**config.mk**
```make
export PLATFORM = sky130hd
export DESIGN_NAME = keyed_xor_byte_stream_cipher
export DESIGN_NICKNAME = d
export VERILOG_FILES = /design/src/hdl/kxbsc_pkg.sv /design/src/hdl/kxbsc_pos_track.sv /design/src/hdl/keyed_xor_byte_stream_cipher.sv
export SDC_FILE = /design/constraint.sdc
export NUM_CORES = 1
export LEC_CHECK = 0
export ABC_AREA = 1
export BUFFER_PORTS_ARGS = -buffer_cell sky130_fd_sc_hd__buf_2
export CORE_MARGIN = 2
export CORE_UTILIZATION = 55
export CTS_CLUSTER_DIAMETER = 200
export DETAILED_ROUTE_END_ITERATION = 8
export HOLD_SLACK_MARGIN = 0.05
export PLACE_DENSITY = 0.78
export SYNTH_ARGS = -nofsm -noshare
export SYNTH_HDL_FRONTEND = slang
export SYNTH_SLANG_ARGS = --single-unit
```
**constraint.sdc**
```tcl
create_clock -name aclk -period 11.6 [get_ports aclk]
set_clock_uncertainty 0.1 [all_clocks]
set_input_delay 0 -clock aclk [delete_from_list [all_inputs] [get_ports aclk]]
set_output_delay 0 -clock aclk [all_outputs]
set_load 0.02 [all_outputs]
```
**src/hdl/kxbsc_pkg.sv**
```systemverilog
// Shared types, constants and helper functions for the keyed XOR byte stream cipher.
// Used by kxbsc_pos_track and keyed_xor_byte_stream_cipher; depends on nothing else.
package kxbsc_pkg;

    // Configuration register indexes.
    localparam logic [2:0] RegSlotKeyLow  = 3'd0;
    localparam logic [2:0] RegSlotKeyHigh = 3'd1;
    localparam logic [2:0] RegFileKeyLow  = 3'd2;
    localparam logic [2:0] RegFileKeyHigh = 3'd3;
    localparam logic [2:0] RegEncryptMode = 3'd4;

    // The file key repeats every 17 bytes; its last byte is fixed.
    localparam logic [4:0] FileKeyLastIdx = 5'd16;
    localparam logic [7:0] FileKeyTail    = 8'h6b;

    // Position data that one word needs to build its key bytes.
    typedef struct packed {
        logic [31:0] pos_low;   // low 32 bits of the stream position
        logic [4:0]  file_idx;  // stream position mod 17
    } pos_info_t;

    // Residue of a 64-bit value mod 17. Since 256 = 1 mod 17 the bytes are
    // summed, and since 16 = -1 mod 17 the final byte is low nibble minus
    // high nibble.
    function automatic logic [4:0] mod17_64(input logic [63:0] v);
        logic [10:0] sum;
        logic [8:0]  fold;
        logic [5:0]  t;
        sum = '0;
        for (int i = 0; i < 8; i++) begin
            sum = sum + 11'(v[8*i +: 8]);
        end
        fold = 9'(sum[7:0]) + 9'(sum[10:8]);
        t = 6'(fold[3:0]) + 6'(fold[8]) + 6'd17 - 6'(fold[7:4]);
        if (t >= 6'd17) begin
            return 5'(t - 6'd17);
        end
        return 5'(t);
    endfunction

    // Shear step v ^= v << 4 within one byte; it is its own inverse.
    function automatic logic [7:0] shear(input logic [7:0] v);
        return v ^ {v[3:0], 4'h0};
    endfunction

    // Offset key: XOR of the four low bytes of the position.
    function automatic logic [7:0] offset_mix(input logic [31:0] p);
        return p[7:0] ^ p[15:8] ^ p[23:16] ^ p[31:24];
    endfunction

endpackage

```
**src/hdl/kxbsc_pos_track.sv**
```systemverilog
// Stream position tracker: running 64-bit position and its residue mod 17.
// Depends on kxbsc_pkg.
module kxbsc_pos_track (
    input  logic                  aclk,
    input  logic                  aresetn,
    input  logic                  advance,
    input  logic                  run_start,
    input  logic [63:0]           start_offset,
    output kxbsc_pkg::pos_info_t  info
);

    logic [63:0] pos_reg, pos_next, pos_cur;
    logic [4:0]  idx_reg, idx_next, idx_cur;

    // Position of the current word: a run start reloads it.
    always_comb begin
        if (run_start) begin
            pos_cur = start_offset;
            idx_cur = kxbsc_pkg::mod17_64(start_offset);
        end else begin
            pos_cur = pos_reg;
            idx_cur = idx_reg;
        end
        info.pos_low = pos_cur[31:0];
        info.file_idx = idx_cur;
    end

    // Step to the next position; the residue wraps with the position.
    always_comb begin
        pos_next = pos_reg;
        idx_next = idx_reg;
        if (advance) begin
            pos_next = pos_cur + 64'd1;
            if (idx_cur == kxbsc_pkg::FileKeyLastIdx) begin
                idx_next = '0;
            end else begin
                idx_next = idx_cur + 5'd1;
            end
            // 2^64 = 1 mod 17, so on wrap the residue must restart at zero.
            if (pos_cur == '1) begin
                idx_next = '0;
            end
        end
    end

    always_ff @(posedge aclk) begin
        if (!aresetn) begin
            pos_reg <= '0;
            idx_reg <= '0;
        end else begin
            pos_reg <= pos_next;
            idx_reg <= idx_next;
        end
    end

endmodule

```
**src/hdl/keyed_xor_byte_stream_cipher.sv**
```systemverilog
// Keyed XOR byte stream cipher, top level: input stage, key selection, output stage.
// Depends on kxbsc_pkg and kxbsc_pos_track.
// Two stages: an accepted word is held in the input stage, then in the output stage on m_valid.
// Throughput: one word per cycle without back-pressure; a stalled output still lets s1 fill.
// Reset (aresetn, synchronous, active low) clears keys, mode, stream position and valid flags.
module keyed_xor_byte_stream_cipher (
    input  logic        aclk,
    input  logic        aresetn,
    input  logic        cfg_wr_en,
    input  logic [2:0]  cfg_index,
    input  logic [63:0] cfg_wr_data,
    input  logic        s_valid,
    output logic        s_ready,
    input  logic [7:0]  s_data_in,
    input  logic        s_run_start,
    input  logic [63:0] s_start_offset,
    output logic        m_valid,
    input  logic        m_ready,
    output logic [7:0]  m_data_out
);

    logic [63:0] slot_lo_reg, slot_hi_reg, file_lo_reg, file_hi_reg;
    logic        enc_reg;

    logic                 s1_vld_reg, s1_vld_next;
    logic [7:0]           s1_data_reg;
    kxbsc_pkg::pos_info_t s1_info_reg;
    logic                 out_vld_reg, out_vld_next;
    logic [7:0]           out_data_reg;

    logic                 out_free, s1_adv, in_acc;
    kxbsc_pkg::pos_info_t in_info;
    logic [7:0]           slot_kbyte, file_kbyte, off_key, xform;
    logic [127:0]         slot_bytes, file_bytes;

    // Configuration registers.
    always_ff @(posedge aclk) begin
        if (!aresetn) begin
            slot_lo_reg <= '0;
            slot_hi_reg <= '0;
            file_lo_reg <= '0;
            file_hi_reg <= '0;
            enc_reg     <= 1'b0;
        end else if (cfg_wr_en) begin
            case (cfg_index)
                kxbsc_pkg::RegSlotKeyLow:  slot_lo_reg <= cfg_wr_data;
                kxbsc_pkg::RegSlotKeyHigh: slot_hi_reg <= cfg_wr_data;
                kxbsc_pkg::RegFileKeyLow:  file_lo_reg <= cfg_wr_data;
                kxbsc_pkg::RegFileKeyHigh: file_hi_reg <= cfg_wr_data;
                kxbsc_pkg::RegEncryptMode: enc_reg <= cfg_wr_data[0];
                default: ;
            endcase
        end
    end

    // Handshake: each stage moves when the one after it has room.
    assign out_free = !out_vld_reg || m_ready;
    assign s1_adv   = s1_vld_reg && out_free;
    assign s_ready  = !s1_vld_reg || out_free;
    assign in_acc   = s_valid && s_ready;

    kxbsc_pos_track u_pos (
        .aclk         (aclk),
        .aresetn      (aresetn),
        .advance      (in_acc),
        .run_start    (s_run_start),
        .start_offset (s_start_offset),
        .info         (in_info)
    );

    // Key bytes for the word in the input stage.
    always_comb begin
        slot_bytes = {slot_hi_reg, slot_lo_reg};
        file_bytes = {file_hi_reg, file_lo_reg};
        slot_kbyte = slot_bytes[{s1_info_reg.pos_low[3:0], 3'b000} +: 8];
        if (s1_info_reg.file_idx == kxbsc_pkg::FileKeyLastIdx) begin
            file_kbyte = kxbsc_pkg::FileKeyTail;
        end else begin
            file_kbyte = file_bytes[{s1_info_reg.file_idx[3:0], 3'b000} +: 8];
        end
        off_key = kxbsc_pkg::offset_mix(s1_info_reg.pos_low);
    end

    // Encrypt runs the decrypt steps in reverse order.
    always_comb begin
        if (enc_reg) begin
            xform = kxbsc_pkg::shear(s1_data_reg ^ off_key ^ slot_kbyte) ^ file_kbyte;
        end else begin
            xform = kxbsc_pkg::shear(s1_data_reg ^ file_kbyte) ^ slot_kbyte ^ off_key;
        end
    end

    // Valid flags of both stages.
    always_comb begin
        s1_vld_next = s1_vld_reg;
        if (in_acc) begin
            s1_vld_next = 1'b1;
        end else if (s1_adv) begin
            s1_vld_next = 1'b0;
        end
        out_vld_next = out_vld_reg;
        if (s1_adv) begin
            out_vld_next = 1'b1;
        end else if (m_ready) begin
            out_vld_next = 1'b0;
        end
    end

    always_ff @(posedge aclk) begin
        if (!aresetn) begin
            s1_vld_reg  <= 1'b0;
            out_vld_reg <= 1'b0;
        end else begin
            s1_vld_reg  <= s1_vld_next;
            out_vld_reg <= out_vld_next;
        end
    end

    // Payload registers.
    always_ff @(posedge aclk) begin
        if (in_acc) begin
            s1_data_reg <= s_data_in;
            s1_info_reg <= in_info;
        end
        if (s1_adv) begin
            out_data_reg <= xform;
        end
    end

    assign m_valid    = out_vld_reg;
    assign m_data_out = out_data_reg;

    // The tracked residue never leaves the range of the file key period.
    a_idx_range: assert property (@(posedge aclk) disable iff (!aresetn)
        in_info.file_idx <= kxbsc_pkg::FileKeyLastIdx)
        else $error("file key index out of range");

    // A word held in the input stage under back-pressure keeps its position data.
    a_s1_hold: assert property (@(posedge aclk) disable iff (!aresetn)
        s1_vld_reg && !out_free |=> s1_vld_reg && $stable(s1_info_reg) && $stable(s1_data_reg))
        else $error("input stage lost its word while stalled");

    // A word leaving the input stage always lands in the output stage.
    a_s1_to_out: assert property (@(posedge aclk) disable iff (!aresetn)
        s1_adv |=> out_vld_reg)
        else $error("word dropped between stages");

endmodule
```
==> results.py <==
metrics = {
    "yosys": {
        "synth_area_leaders": "dfxtp_1, o21ai_0, nor2_1",
        "syn_area_um2": 21700,
        "synth_cells": 3040,
        "synth-seq-cells": 381,
        "synth_top_area_share_pct": 30.3,
        "seq_area_frac_synth_pct": 37.6,
        "synth_cell_types": 52,
        "synth.largest_area_cell": "dfxtp_1",
        "async_flop_share_pct": 0,
        "syn-num-nets": 3266,
        "yosysWarnings": 0,
        "synth_ff_type": "dfxtp_1",
        "synth-edff-count": 53,
        "avgSynthCellArea_um2": 7.13,
    },
    "setup_path": {
        "cp-start-kind": "input pin",
        "rrSetupSlack_ns": 7.93,
        "worstRegToRegCells": 12,
        "timing.rr.start": "s1_info_reg[2]",
        "crit_arrival_ns": 10.05,
        "timing.rr.end": "m_data_out[7]",
        "crit_path_top_delay_cell": "dlygate4sd3_1",
        "crit_path_start": "s_start_offset[8]",
        "path_class": "input pin to flip-flop",
        "end_kind": "flip-flop",
        "max_stage_delay_ns": 0.58,
        "worstPathRequired_ns": 11.91,
        "crit_top_cell": "nand2_1",
        "critPathMaxFanout": 6,
    },
    "global_route": {
        "antenna_found_initial": 6,
        "grt_pass1_vias": 20700,
        "grt_max_degree": 129,
        "grt_pass1_wl_um": 112000,
        "track_usage_pct": 34.8,
        "grt-ovfl-total": 0,
    },
    "sta": {
        "holdWs_ns": 0.0846,
        "finalCriticalPeriod_ns": 9.74,
        "fin_crit_sh_pct": 84.0,
        "worst_pin_slew_ns": 1.16,
        "slew_headroom_pct": 22.4,
        "drv_slew": 0,
        "finalSetupViolCount": 0,
        "fin_tns_setup_ns": 0,
        "rsz0062_at_grt": "false",
        "hold_viol": 0,
        "fmax_ghz": 0.103,
    },
    "clock_tree": {
        "postCtsSetupBuffers": 0,
        "ctsHtreeMaxLevel": 2,
        "clkTransAtPathRegs_ns": 0.06,
        "cts-root-buf": "clkbuf_16",
        "ctsLongestPathBuffers": 3,
        "clock_latency_ns": 0.59,
        "cts.repair.resized": 0,
        "ctsHoldBuffers": 146,
        "clock-sinks": 381,
        "cts_buffers": 42,
        "cts_tree": "yes",
    },
    "floorplan": {
        "io-pin-count": 155,
        "design.core.area_um2": 38800,
        "die-area_um2": 41000,
        "initial_core_util_pct": 55.8,
        "placementRows": 72,
        "fp.dieH_um": 203,
        "die_w_um": 203,
    },
    "status": {
        "status": "finished, final reports clean",
    },
    "run": {
        "cap_viol_max_count": 0,
    },
    "route": {
        "dr_total_vias": 21800,
        "drc": 0,
        "drtAntennaViolNets": 0,
        "drtIter0Drc": 2679,
        "dr.pass1.iters": 6,
        "avgRoutedWirePerCell_um": 19.0,
        "wl_um": 72400,
        "drt-vias-per-instance": 5.74,
    },
    "min_path": {
        "hp-class": "input pin to flip-flop",
        "holdPathEnd": "s1_data_reg[4]",
        "hold_depth": 2,
        "min_from": "s_data_in[4]",
    },
    "layout": {
        "area_delta_synth_final_pct": 17.5,
        "drive_above_1_share_pct": 10.8,
        "fin_nets": 3467,
        "postLayoutCellArea_um2": 25500,
    },
    "placement": {
        "io_buffers": 154,
        "gp_congestion": 1.02,
        "placed_area_um2": 22500,
        "dpl.hpwl_um": 49000,
    },
}
==> layout by cell type (no fill, tap or decap), drive strengths merged, types with 9 or more instances in the layout <==
cell and n:
a21oi 204, nor3 28, nand3 134, ha 40
o211ai 40, nand4 31, xor2 66, dfxtp 328
xnor2 40, or2 13, o22ai 15, o21ai 499
buf 175, inv 409, fa 41, clkinv 9
nand2 335, dlygate4sd3 146, clkbuf 61, nor2 574
edfxtp 53
==> how the worst max path moves through the flow <==
| stage | depth (start not counted) | endpoint | slack [ns] |
|---|---|---|---|
| 2_1_floorplan | 47 | u_pos.idx_reg[2] | 3.39 |
| 3_3_place_gp | 47 | u_pos.idx_reg[2] | 2.59 |
| 3_5_place_dp | 47 | u_pos.idx_reg[2] | 2.09 |
| 4_1_cts | 48 | u_pos.idx_reg[2] | 2.11 |
| 5_1_grt | 48 | u_pos.idx_reg[2] | 1.12 |
| 6_report | 48 | u_pos.idx_reg[2] | 1.86 |
==> Yosys cell counts, drive strengths merged, types with 3 or more instances <==
cell type / n
a21o: 3
a21oi: 204
and2: 3
buf: 32
clkbuf: 132
clkinv: 3
dfxtp: 328
edfxtp: 53
fa: 41
ha: 40
inv: 405
nand2: 335
nand3: 134
nand3b: 3
nand4: 31
nor2: 574
nor3: 28
nor4: 4
o211ai: 40
o21ai: 499
o21bai: 3
o221ai: 4
o22ai: 15
or2: 13
xnor2: 40
xor2: 66
==> logic make-up (layout without fill, tap and decap cells) <==
logic type	count (synthesis)	in the layout	share of synthesized area, %
compound gates	772	772	19.1
xor+xnor	106	106	4.28
fa+ha+maj	81	81	6.09
buf+inv	572	805	10.6
flops	381	381	37.6
mux	1	1	0.0462
other cells	0	8	0
simple gates	1127	1127	22.3
==> cell type report <==
| type | instances | area (um^2) |
|---|---|---|
| flip-flops and latches | 381 | 8160 |
| repair buffers | 321 | 2400 |
| well taps | 518 | 648 |
| diodes | 8 | 20.0 |
| inverters | 408 | 1530 |
| fillers | 3259 | 13300 |
| clock buffers | 61 | 1260 |
| clock inverters | 15 | 200 |
| multi-input cells | 2087 | 11300 |
==> routing by layer <==
metal,GRT usage (%),routed length (um),up-vias
met2,54.1,31800,1248
met1,46.3,29100,10100
met3,7.21,7910,237
met4,17.1,3600,0
met5,0,0,-
li1,-,-,10200
==> critical path: cells and delay by family <==
kind,cells,cell delay (ns)
buffers and inverters,9,1.13
adders and majority gates,13,4.78
xor gates and xnor gates,4,0.56
and+or+nand+nor,13,1.65
AOI/OAI and AO/OA,9,1.90
==> metrics by stage <==
step                setup WS (ns)  cells  util (%)
floorplan                    3.39   3040         -
global placement             2.59   3569      58.1
detailed placement           2.09   3569      58.1
CTS                          2.11   3791      65.6
global route                 1.12   3796      65.6
finish                       1.86   3799      65.6
Power is not shown: default switching activity piles up to over one toggle a cycle in this logic, so the estimate is an artifact.
